**config.mk**
```make
export PLATFORM = sky130hd
export DESIGN_NAME = session_handshake_sequencer_core
export DESIGN_NICKNAME = d
export VERILOG_FILES = /design/src/sv/ssq_pkg.sv /design/src/sv/ssq_cfg.sv /design/src/sv/ssq_fsm.sv /design/src/sv/session_handshake_sequencer_core.sv
export SDC_FILE = /design/constraint.sdc
export NUM_CORES = 1
export LEC_CHECK = 0
export ABC_AREA = 0
export BUFFER_PORTS_ARGS = -buffer_cell sky130_fd_sc_hd__buf_4
export CORE_MARGIN = 2
export CORE_UTILIZATION = 55
export CTS_CLUSTER_DIAMETER = 50
export CTS_CLUSTER_SIZE = 20
export DETAILED_ROUTE_END_ITERATION = 8
export PLACE_DENSITY = 0.73
export SETUP_SLACK_MARGIN = 0.5
export SYNTH_ARGS = -nofsm -noshare
export SYNTH_HDL_FRONTEND = slang
export SYNTH_HIERARCHICAL = 1
export SYNTH_SLANG_ARGS = --single-unit
export TNS_END_PERCENT = 10
```
**constraint.sdc**
```tcl
create_clock -name clk -period 12.6 [get_ports clk]
set_clock_uncertainty 0.2 [all_clocks]
set_input_delay 3.78 -clock clk [delete_from_list [all_inputs] [get_ports clk]]
set_output_delay 3.78 -clock clk [all_outputs]
set_load 0.02 [all_outputs]
```
**src/sv/ssq_pkg.sv**
```systemverilog
// Shared types and constants for the session handshake sequencer.
// Holds the word formats, configuration struct and message codes.
// No dependencies; every other file refers to it by scoped names.
`timescale 1ns / 1ps
`default_nettype none

package ssq_pkg;

  // configuration register indexes
  localparam logic [2:0] REG_HELLO_RETRY    = 3'd0;
  localparam logic [2:0] REG_RESOURCE_RETRY = 3'd1;
  localparam logic [2:0] REG_HEARTBEAT      = 3'd2;
  localparam logic [2:0] REG_RESP_TIMEOUT   = 3'd3;
  localparam logic [2:0] REG_RESOURCES      = 3'd4;

  // register reset values
  localparam logic [15:0] HELLO_RETRY_RST    = 16'd200;
  localparam logic [15:0] RESOURCE_RETRY_RST = 16'd300;
  localparam logic [15:0] HEARTBEAT_RST      = 16'd1000;
  localparam logic [15:0] RESP_TIMEOUT_RST   = 16'd2000;
  localparam logic [2:0]  RESOURCES_RST      = 3'd7;
  localparam logic [2:0]  ALL_RESOURCES      = 3'd7;

  // request types
  localparam logic REQ_TICK = 1'b0;
  localparam logic REQ_MSG  = 1'b1;

  // message classes (codes 6 and 7 behave as other)
  localparam logic [2:0] MSG_SYS        = 3'd0;
  localparam logic [2:0] MSG_ACK        = 3'd1;
  localparam logic [2:0] MSG_NACK       = 3'd2;
  localparam logic [2:0] MSG_STATUS     = 3'd3;
  localparam logic [2:0] MSG_EN_KNOWN   = 3'd4;
  localparam logic [2:0] MSG_EN_UNKNOWN = 3'd5;

  // system message subtypes
  localparam logic [1:0] SYS_HELLO_ACK   = 2'd0;
  localparam logic [1:0] SYS_MODEL_READY = 2'd1;

  // acknowledge kinds and codes
  localparam logic [1:0] ACK_KIND_CMD = 2'd0;
  localparam logic [1:0] ACK_KIND_SYS = 2'd1;

  localparam logic [2:0] ACK_CONFIG  = 3'd0;
  localparam logic [2:0] ACK_BIND    = 3'd1;
  localparam logic [2:0] ACK_STREAM  = 3'd2;
  localparam logic [2:0] ACK_SESSION = 3'd3;

  // outgoing message kinds
  localparam logic [2:0] SEND_NONE      = 3'd0;
  localparam logic [2:0] SEND_GREETING  = 3'd1;
  localparam logic [2:0] SEND_RESOURCE  = 3'd2;
  localparam logic [2:0] SEND_CONFIG    = 3'd3;
  localparam logic [2:0] SEND_BIND      = 3'd4;
  localparam logic [2:0] SEND_STREAM    = 3'd5;
  localparam logic [2:0] SEND_SESSION   = 3'd6;
  localparam logic [2:0] SEND_KEEPALIVE = 3'd7;

  // configuration registers as seen by the sequencer
  typedef struct packed {
    logic [15:0] hello_retry_ms;
    logic [15:0] resource_retry_ms;
    logic [15:0] heartbeat_ms;
    logic [15:0] response_timeout_ms;
    logic [2:0]  resources_present;
  } cfg_t;

  // one input word
  typedef struct packed {
    logic        req_type;
    logic [31:0] time_ms;
    logic [2:0]  msg_class;
    logic [7:0]  msg_session;
    logic [1:0]  sys_subtype;
    logic [1:0]  ack_kind;
    logic [2:0]  ack_code;
    logic        ack_ok;
  } in_word_t;

  // one result word
  typedef struct packed {
    logic [2:0] send_kind;
    logic [7:0] session_out;
    logic [7:0] beat_seq_out;
    logic       warm_reset_req;
    logic       media_enable_pulse;
    logic       forward_overlay;
    logic       overlay_clear;
    logic [2:0] fsm_state_out;
    logic       session_live;
  } result_t;

endpackage

`default_nettype wire

```
**src/sv/ssq_cfg.sv**
```systemverilog
// Configuration register file for the session handshake sequencer.
// Plain write port, no read-back; depends on ssq_pkg.
`timescale 1ns / 1ps
`default_nettype none

module ssq_cfg (
  input  wire logic          clk,
  input  wire logic          rst,
  input  wire logic          cfg_wr_en,
  input  wire logic [2:0]    cfg_index,
  input  wire logic [15:0]   cfg_wdata,
  output ssq_pkg::cfg_t      cfg
);

  // register writes; unknown indexes are dropped
  always_ff @(posedge clk) begin
    if (rst) begin
      cfg.hello_retry_ms      <= ssq_pkg::HELLO_RETRY_RST;
      cfg.resource_retry_ms   <= ssq_pkg::RESOURCE_RETRY_RST;
      cfg.heartbeat_ms        <= ssq_pkg::HEARTBEAT_RST;
      cfg.response_timeout_ms <= ssq_pkg::RESP_TIMEOUT_RST;
      cfg.resources_present   <= ssq_pkg::RESOURCES_RST;
    end else if (cfg_wr_en) begin
      case (cfg_index)
        ssq_pkg::REG_HELLO_RETRY:    cfg.hello_retry_ms      <= cfg_wdata;
        ssq_pkg::REG_RESOURCE_RETRY: cfg.resource_retry_ms   <= cfg_wdata;
        ssq_pkg::REG_HEARTBEAT:      cfg.heartbeat_ms        <= cfg_wdata;
        ssq_pkg::REG_RESP_TIMEOUT:   cfg.response_timeout_ms <= cfg_wdata;
        ssq_pkg::REG_RESOURCES:      cfg.resources_present   <= cfg_wdata[2:0];
        default: ;
      endcase
    end
  end

endmodule

`default_nettype wire

```
**src/sv/ssq_fsm.sv**
```systemverilog
// Session state machine: holds the session state and computes one result
// per word from the registered input word. Depends on ssq_pkg.
`timescale 1ns / 1ps
`default_nettype none

module ssq_fsm (
  input  wire logic               clk,
  input  wire logic               rst,
  input  wire ssq_pkg::cfg_t      cfg,
  input  wire logic               step_en,
  input  wire ssq_pkg::in_word_t  item,
  output ssq_pkg::result_t        result
);

  typedef enum logic [2:0] {
    ST_RESET       = 3'd0,
    ST_HANDSHAKING = 3'd1,
    ST_DSP_READY   = 3'd2,
    ST_RES_READY   = 3'd3,
    ST_CONFIGURED  = 3'd4,
    ST_RUNNING     = 3'd5,
    ST_ERROR       = 3'd6
  } state_t;

  typedef enum logic [2:0] {
    PEND_NONE    = 3'd0,
    PEND_CONFIG  = 3'd1,
    PEND_BIND    = 3'd2,
    PEND_STREAM  = 3'd3,
    PEND_SESSION = 3'd4
  } pend_t;

  state_t      state, state_next;
  pend_t       pending, pending_next;
  logic [7:0]  session_number, session_number_next;
  logic [7:0]  beat_seq, beat_seq_next;
  logic [31:0] entered_ms, entered_ms_next;
  logic [31:0] last_hello_ms, last_hello_ms_next;
  logic [31:0] last_resource_ms, last_resource_ms_next;
  logic [31:0] last_beat_ms, last_beat_ms_next;
  logic        started, started_next;

  logic        all_res;
  logic        go;
  state_t      go_target;
  logic [31:0] now;

  assign now     = item.time_ms;
  assign all_res = (cfg.resources_present & ssq_pkg::ALL_RESOURCES) == ssq_pkg::ALL_RESOURCES;

  // next state and result for the current word
  always_comb begin
    state_next            = state;
    pending_next          = pending;
    session_number_next   = session_number;
    beat_seq_next         = beat_seq;
    entered_ms_next       = entered_ms;
    last_hello_ms_next    = last_hello_ms;
    last_resource_ms_next = last_resource_ms;
    last_beat_ms_next     = last_beat_ms;
    started_next          = started;
    go                    = 1'b0;
    go_target             = state;
    result                = '0;

    if (item.req_type == ssq_pkg::REQ_TICK) begin
      // timer tick: per-state action
      case (state)
        ST_RESET: begin
          session_number_next   = 8'(session_number + 8'd1);
          result.overlay_clear  = 1'b1;
          result.warm_reset_req = 1'b1;
          pending_next          = PEND_NONE;
          started_next          = 1'b0;
          result.send_kind      = ssq_pkg::SEND_GREETING;
          last_hello_ms_next    = now;
          state_next            = ST_HANDSHAKING;
          entered_ms_next       = now;
        end
        ST_HANDSHAKING: begin
          if (32'(now - last_hello_ms) >= {16'd0, cfg.hello_retry_ms}) begin
            result.send_kind   = ssq_pkg::SEND_GREETING;
            last_hello_ms_next = now;
          end
        end
        ST_RES_READY: begin
          if (32'(now - last_resource_ms) >= {16'd0, cfg.resource_retry_ms} &&
              pending == PEND_NONE && all_res) begin
            result.send_kind      = ssq_pkg::SEND_RESOURCE;
            last_resource_ms_next = now;
          end
        end
        ST_RUNNING: begin
          if (32'(now - last_beat_ms) >= {16'd0, cfg.heartbeat_ms}) begin
            result.send_kind    = ssq_pkg::SEND_KEEPALIVE;
            result.beat_seq_out = beat_seq;
            beat_seq_next       = 8'(beat_seq + 8'd1);
            last_beat_ms_next   = now;
          end
        end
        default: ;
      endcase

      // response timeout, checked against the state after the action
      if (state_next != ST_RUNNING && state_next != ST_RESET &&
          32'(now - entered_ms_next) >= {16'd0, cfg.response_timeout_ms}) begin
        state_next           = ST_RESET;
        entered_ms_next      = now;
        result.overlay_clear = 1'b1;
      end
    end else begin
      // received message
      case (item.msg_class)
        ssq_pkg::MSG_EN_KNOWN: begin
          if ((state inside {ST_CONFIGURED, ST_RUNNING}) && all_res)
            result.media_enable_pulse = 1'b1;
        end
        ssq_pkg::MSG_EN_UNKNOWN: ;
        ssq_pkg::MSG_SYS, ssq_pkg::MSG_ACK, ssq_pkg::MSG_NACK, ssq_pkg::MSG_STATUS: begin
          if (item.msg_session == session_number) begin
            case (item.msg_class)
              ssq_pkg::MSG_SYS: begin
                if (item.sys_subtype == ssq_pkg::SYS_HELLO_ACK) begin
                  // skips dsp ready and goes straight to resource ready
                  if (state inside {ST_HANDSHAKING, ST_RESET}) begin
                    state_next           = ST_RES_READY;
                    entered_ms_next      = now;
                    result.overlay_clear = 1'b1;
                    if (all_res) begin
                      result.send_kind      = ssq_pkg::SEND_RESOURCE;
                      last_resource_ms_next = now;
                    end
                  end
                end else if (item.sys_subtype == ssq_pkg::SYS_MODEL_READY) begin
                  if (state == ST_RES_READY && pending == PEND_NONE) begin
                    result.send_kind = ssq_pkg::SEND_CONFIG;
                    pending_next     = PEND_CONFIG;
                  end
                end
              end
              ssq_pkg::MSG_ACK: begin
                if (item.ack_ok) begin
                  if (item.ack_kind == ssq_pkg::ACK_KIND_CMD) begin
                    if (pending == PEND_CONFIG && item.ack_code == ssq_pkg::ACK_CONFIG) begin
                      result.send_kind = ssq_pkg::SEND_BIND;
                      pending_next     = PEND_BIND;
                    end else if (pending == PEND_BIND &&
                                 item.ack_code == ssq_pkg::ACK_BIND) begin
                      go               = 1'b1;
                      go_target        = ST_CONFIGURED;
                      result.send_kind = ssq_pkg::SEND_STREAM;
                      pending_next     = PEND_STREAM;
                    end else if (pending == PEND_SESSION &&
                                 item.ack_code == ssq_pkg::ACK_SESSION) begin
                      pending_next = PEND_NONE;
                      started_next = 1'b1;
                    end
                  end else if (item.ack_kind == ssq_pkg::ACK_KIND_SYS) begin
                    if (pending == PEND_STREAM && item.ack_code == ssq_pkg::ACK_STREAM) begin
                      go               = 1'b1;
                      go_target        = ST_RUNNING;
                      result.send_kind = ssq_pkg::SEND_SESSION;
                      pending_next     = PEND_SESSION;
                    end
                  end
                end
              end
              ssq_pkg::MSG_NACK: begin
                pending_next = PEND_NONE;
                go           = 1'b1;
                go_target    = ST_ERROR;
              end
              default: ;
            endcase
          end
        end
        default: begin
          if (state == ST_RUNNING)
            result.forward_overlay = 1'b1;
        end
      endcase

      // state change stamps entry time; leaving for a non-running state clears overlay
      if (go && go_target != state) begin
        state_next      = go_target;
        entered_ms_next = now;
        if (go_target != ST_RUNNING)
          result.overlay_clear = 1'b1;
      end
    end

    result.session_out   = session_number_next;
    result.fsm_state_out = state_next;
    result.session_live  = started_next;
  end

  // session state registers
  always_ff @(posedge clk) begin
    if (rst) begin
      state            <= ST_RESET;
      pending          <= PEND_NONE;
      session_number   <= '0;
      beat_seq         <= '0;
      entered_ms       <= '0;
      last_hello_ms    <= '0;
      last_resource_ms <= '0;
      last_beat_ms     <= '0;
      started          <= 1'b0;
    end else if (step_en) begin
      state            <= state_next;
      pending          <= pending_next;
      session_number   <= session_number_next;
      beat_seq         <= beat_seq_next;
      entered_ms       <= entered_ms_next;
      last_hello_ms    <= last_hello_ms_next;
      last_resource_ms <= last_resource_ms_next;
      last_beat_ms     <= last_beat_ms_next;
      started          <= started_next;
    end
  end

endmodule

`default_nettype wire

```
**src/sv/session_handshake_sequencer_core.sv**
```systemverilog
// Top level of the session handshake sequencer: input register, state
// machine, result register and config registers. Uses ssq_pkg, ssq_cfg, ssq_fsm.
//
//   channel  | direction | handshake             | words
//   ---------+-----------+-----------------------+---------------------------
//   in       | input     | in_valid / in_ready   | tick or decoded message
//   out      | output    | out_valid / out_ready | one result per input word
//   cfg      | input     | cfg_wr_en             | register index and data
//
// Each word waits in the input register and is evaluated against the
// session state as it moves into the result register, which also updates
// the state. One word per cycle is sustained while out_ready stays high.
// A stalled result register holds the input register; in_ready then drops.
// Reset clears the session state and reloads register defaults at once.
`timescale 1ns / 1ps
`default_nettype none

module session_handshake_sequencer_core (
  input  wire logic        clk,
  input  wire logic        rst,
  // input words
  input  wire logic        in_valid,
  output logic             in_ready,
  input  wire logic        req_type,
  input  wire logic [31:0] time_ms,
  input  wire logic [2:0]  msg_class,
  input  wire logic [7:0]  msg_session,
  input  wire logic [1:0]  sys_subtype,
  input  wire logic [1:0]  ack_kind,
  input  wire logic [2:0]  ack_code,
  input  wire logic        ack_ok,
  // result words
  output logic             out_valid,
  input  wire logic        out_ready,
  output logic [2:0]       send_kind,
  output logic [7:0]       session_out,
  output logic [7:0]       beat_seq_out,
  output logic             warm_reset_req,
  output logic             media_enable_pulse,
  output logic             forward_overlay,
  output logic             overlay_clear,
  output logic [2:0]       fsm_state_out,
  output logic             session_live,
  // configuration
  input  wire logic        cfg_wr_en,
  input  wire logic [2:0]  cfg_index,
  input  wire logic [15:0] cfg_wdata
);

  ssq_pkg::cfg_t     cfg;
  ssq_pkg::in_word_t in_word;
  ssq_pkg::in_word_t stage;
  logic              stage_valid;
  logic              stage_move;
  ssq_pkg::result_t  step_result;
  ssq_pkg::result_t  out_word;

  assign in_word = '{req_type:    req_type,
                     time_ms:     time_ms,
                     msg_class:   msg_class,
                     msg_session: msg_session,
                     sys_subtype: sys_subtype,
                     ack_kind:    ack_kind,
                     ack_code:    ack_code,
                     ack_ok:      ack_ok};

  // handshake: stage advances whenever the result register is free or draining
  assign stage_move = stage_valid && (!out_valid || out_ready);
  assign in_ready   = !stage_valid || stage_move;

  ssq_cfg u_cfg (
    .clk       (clk),
    .rst       (rst),
    .cfg_wr_en (cfg_wr_en),
    .cfg_index (cfg_index),
    .cfg_wdata (cfg_wdata),
    .cfg       (cfg)
  );

  ssq_fsm u_fsm (
    .clk     (clk),
    .rst     (rst),
    .cfg     (cfg),
    .step_en (stage_move),
    .item    (stage),
    .result  (step_result)
  );

  // input register
  always_ff @(posedge clk) begin
    if (rst) begin
      stage_valid <= 1'b0;
    end else if (in_valid && in_ready) begin
      stage_valid <= 1'b1;
    end else if (stage_move) begin
      stage_valid <= 1'b0;
    end
  end

  always_ff @(posedge clk) begin
    if (in_valid && in_ready) begin
      stage <= in_word;
    end
  end

  // result register
  always_ff @(posedge clk) begin
    if (rst) begin
      out_valid <= 1'b0;
    end else if (stage_move) begin
      out_valid <= 1'b1;
    end else if (out_ready) begin
      out_valid <= 1'b0;
    end
  end

  always_ff @(posedge clk) begin
    if (stage_move) begin
      out_word <= step_result;
    end
  end

  assign send_kind          = out_word.send_kind;
  assign session_out        = out_word.session_out;
  assign beat_seq_out       = out_word.beat_seq_out;
  assign warm_reset_req     = out_word.warm_reset_req;
  assign media_enable_pulse = out_word.media_enable_pulse;
  assign forward_overlay    = out_word.forward_overlay;
  assign overlay_clear      = out_word.overlay_clear;
  assign fsm_state_out      = out_word.fsm_state_out;
  assign session_live       = out_word.session_live;

endmodule

`default_nettype wire
```
==> metrics.txt <==
outcome finished, final reports clean; CTS Buf Count 35; DIE AREA 41,700 sq um; worst setup path end in_ready; Core Area 39,600 sq um; net count after synthesis 2,862; final hold violations 0; Worst Path Arrival 4230 ps; FF-to-FF End u_fsm/entered_ms[5]$_SDFFE_PP0P_; Setup crit start kind primary input; detailed placer's ending HPWL 44.4 mm; GPL Wtd Cong 0.920; clock slew at reported path FFs 60 ps; Post-synth EDFFs 79; Final WS setup 4390 ps; antenna violations before repair 0; largest net degree at the start of global routing 198; WP depth 3; hold depth 2; CTS max path bufs 3; Rel. slew slack 0.238; clk_lat worst skew 550 ps; first-pass GRT wire length 92.3 mm; Synth warnings 6; post-CTS setup buffer count 0; Slowest Stage Delay on Critical Path 170 ps; fillers 3,460; Setup crit start out_ready; Cell Rows 73; CTS Hold Bufs 0; Synth area leaders dfxtp_1, edfxtp_1, ha_1, mux2i_1, nand2b_1; R2R Setup Slk 5510 ps; Yosys reg bits 299; Worst VDD drop 0.000121 V; Die Wd 204 um; Avg Vias per Cell 5.89; slowest CP cell buf_4; CP Max Fanout 3; sequential area share after synthesis 0.308; Syn Std Cell Area 22,000 sq um; Yosys cell types 94; drt first pass iters 5; worst path required time 8620 ps; CTS tree built; syn_area_per_cell 8.50 sq um; register area 6780 sq um; CP top delay family buffers and inverters; I/O Buffers 104; PD cells 111 nW/um^2; final worst path period need 8210 ps; Slew @ Worst Pin 1140 ps; GRT Residual Overflow 0; IO Pins 105; CP Class primary input to output port; Syn Inst Count 2,594; CTS Sinks 299; Highest Clock Rate 122 MHz; placed cell count 3,103; DRT antenna net count 0; reg2reg start u_fsm/state[0]$_SDFFE_PP0P_; final setup TNS 0 ps; pre-CTS WS 4390 ps; ANT cells 0; proportion of layout cells with a drive suffix above 1 0.0845; post-synth top area cell dfxtp_1; vias after detailed routing 18,600; worst path cell trace buf_4, nand3b_4, buf_4; area occupied by multi-input gates 14,000 sq um; GRT Util Overall 0.275; Area growth, synth to finish 9.97%; final core utilization 0.611; fin cells 3,165; vias in the first global route 17,900; reg2reg path depth 26; # resized after CTS 0; Final Setup Violations 0; Root Buffer clkbuf_16; prevailing post-synth register cell dfxtp_1; Hold WS 274 ps; critical path buffer and inverter count 2; RSZ-0062 raised after global routing no; DRC viols 0; Starting Density 0.556; WL/cell 18.3 um; max_cap viols 0; Pins Over Slew Limit 0; wirelength, routed 57.8 mm; critical path capture point type output port; share of the synthesized area in the top cell type 0.200; DR iter-0 viols 1,557; most used cell along the critical path buf_4; period utilization 0.652; die height 204 um; H-tree depth 2; Hold/Removal Path Class register to register; P_leak 9.72 nW; final net count 2,883; Async S/R FF share, synth 0
-- layout by cell type, fill, tap and decap left out, types with 18 or more instances in the layout --
cell	count
a211oi_1	20
a21o_1	63
a21oi_1	195
a31oi_1	21
and3_1	30
buf_4	116
clkbuf_16	37
dfxtp_1	220
edfxtp_1	79
ha_1	188
inv_1	208
mux2i_1	205
nand2_1	128
nand2b_1	183
nand3_1	70
nand4_1	44
nor2_1	185
nor2b_1	24
nor3_1	45
o2111ai_1	18
o211ai_1	22
o21a_1	23
o21ai_0	132
o21bai_1	27
xnor2_1	54
xor2_1	51
-- worst min-delay path by stage --
stage | endpoint | startpoint
2_1_floorplan | u_fsm/entered_ms[21]$_SDFFE_PP0P_ | u_fsm/entered_ms[21]$_SDFFE_PP0P_
3_3_place_gp | u_fsm/last_resource_ms[20]$_SDFFE_PP0P_ | u_fsm/last_resource_ms[20]$_SDFFE_PP0P_
3_5_place_dp | u_fsm/last_resource_ms[10]$_SDFFE_PP0P_ | u_fsm/last_resource_ms[10]$_SDFFE_PP0P_
4_1_cts | u_fsm/last_beat_ms[22]$_SDFFE_PP0P_ | u_fsm/last_beat_ms[22]$_SDFFE_PP0P_
5_1_grt | u_fsm/last_resource_ms[5]$_SDFFE_PP0P_ | u_fsm/last_resource_ms[5]$_SDFFE_PP0P_
6_report | u_fsm/last_beat_ms[23]$_SDFFE_PP0P_ | u_fsm/last_beat_ms[23]$_SDFFE_PP0P_
-- worst reg2reg max path: stages (launching register included) --
cell and delay (ps):
dfxtp_1 740, or3_2 230, buf_4 410, nand2_1 120
o21ai_0 90, ha_1 200, inv_1 60, fa_1 550
inv_1 200, o2111ai_1 220, and3_1 240, a21oi_1 190
o21a_1 200, xnor2_1 90, ha_1 210, a211oi_1 200
o21ai_0 130, o211ai_1 110, a31oi_1 150, o2111ai_1 210
nor4bb_1 450, o2111ai_1 280, nor4_4 410, a21boi_2 170
o311ai_4 230, buf_4 450, mux2i_1 270
-- routing by layer --
layer,track usage,vias to the layer above,routed length (um)
met5,0,-,0
met4,0.0880,0,1560
met3,0.0367,83,2830
met2,0.435,500,26000
met1,0.388,8711,27400
li1,-,9351,-
-- cells in the mapped netlist, types with 11 or more instances --
cell type / n
dfxtp_1: 220
inv_1: 208
mux2i_1: 205
a21oi_1: 196
ha_1: 188
nor2_1: 185
nand2b_1: 183
o21ai_0: 132
nand2_1: 128
clkbuf_1: 110
edfxtp_1: 79
nand3_1: 70
a21o_1: 63
xnor2_1: 54
xor2_1: 51
nor3_1: 46
nand4_1: 44
and3_1: 30
o21bai_1: 27
nor2b_1: 24
o21a_1: 23
a31oi_1: 22
o211ai_1: 22
a211oi_1: 20
o2111ai_1: 18
or3_1: 15
nor4_1: 13
buf_2: 12
and2_1: 11
-- kinds of logic (layout without fill, tap and decap cells) --
family / after synthesis / after routing / share of synthesized area
buffers and inverters: 341 / 387 / 0.0619
multiplexers: 214 / 214 / 0.0977
AND/OR/NAND/NOR: 803 / 803 / 0.192
flip-flops: 299 / 299 / 0.308
adder cells (fa/ha/maj): 193 / 193 / 0.111
XOR/XNOR: 105 / 105 / 0.0417
AO/OA/AOI/OAI: 639 / 639 / 0.188
-- report_power, final --
group,internal (mW),total [mW],switching (mW)
Clock,0.574,1.03,0.458
Combinational,0.247,0.599,0.353
Sequential,1.01,1.05,0.0375
-- sequential cells by signal, summed over array words and instances (netlist names), 3 cells and up --
| signal | count |
|---|---|
| u_fsm/last_beat_ms | 32 |
| u_cfg/cfg | 67 |
| beat_seq_out | 8 |
| u_fsm/state | 3 |
| u_fsm/beat_seq | 8 |
| u_fsm/last_hello_ms | 32 |
| u_fsm/last_resource_ms | 32 |
| send_kind | 3 |
| stage | 52 |
| u_fsm/pending | 3 |
| session_out | 8 |
| u_fsm/entered_ms | 32 |
| fsm_state_out | 3 |
| u_fsm/session_number | 8 |
-- area by class of cell --
class                      instances  share of cell area
clock buffer                      39              0.0393
clock inverter                    23             0.00955
inverter                         208              0.0322
multi-input combinational       1954               0.576
sequential                       299               0.280
tap                              525              0.0271
timing repair buffer             117              0.0364
-- stage by stage --
stage | cell area, sq um | total power [mW]
finish | 24200 | 2.68
global route | 24200 | 2.82
CTS | 24200 | 2.70
detailed placement | 23000 | 1.66
global placement | 23000 | 1.65
floorplan | 22000 | 1.49
Note: power is estimated with default switching activity, not from simulation.
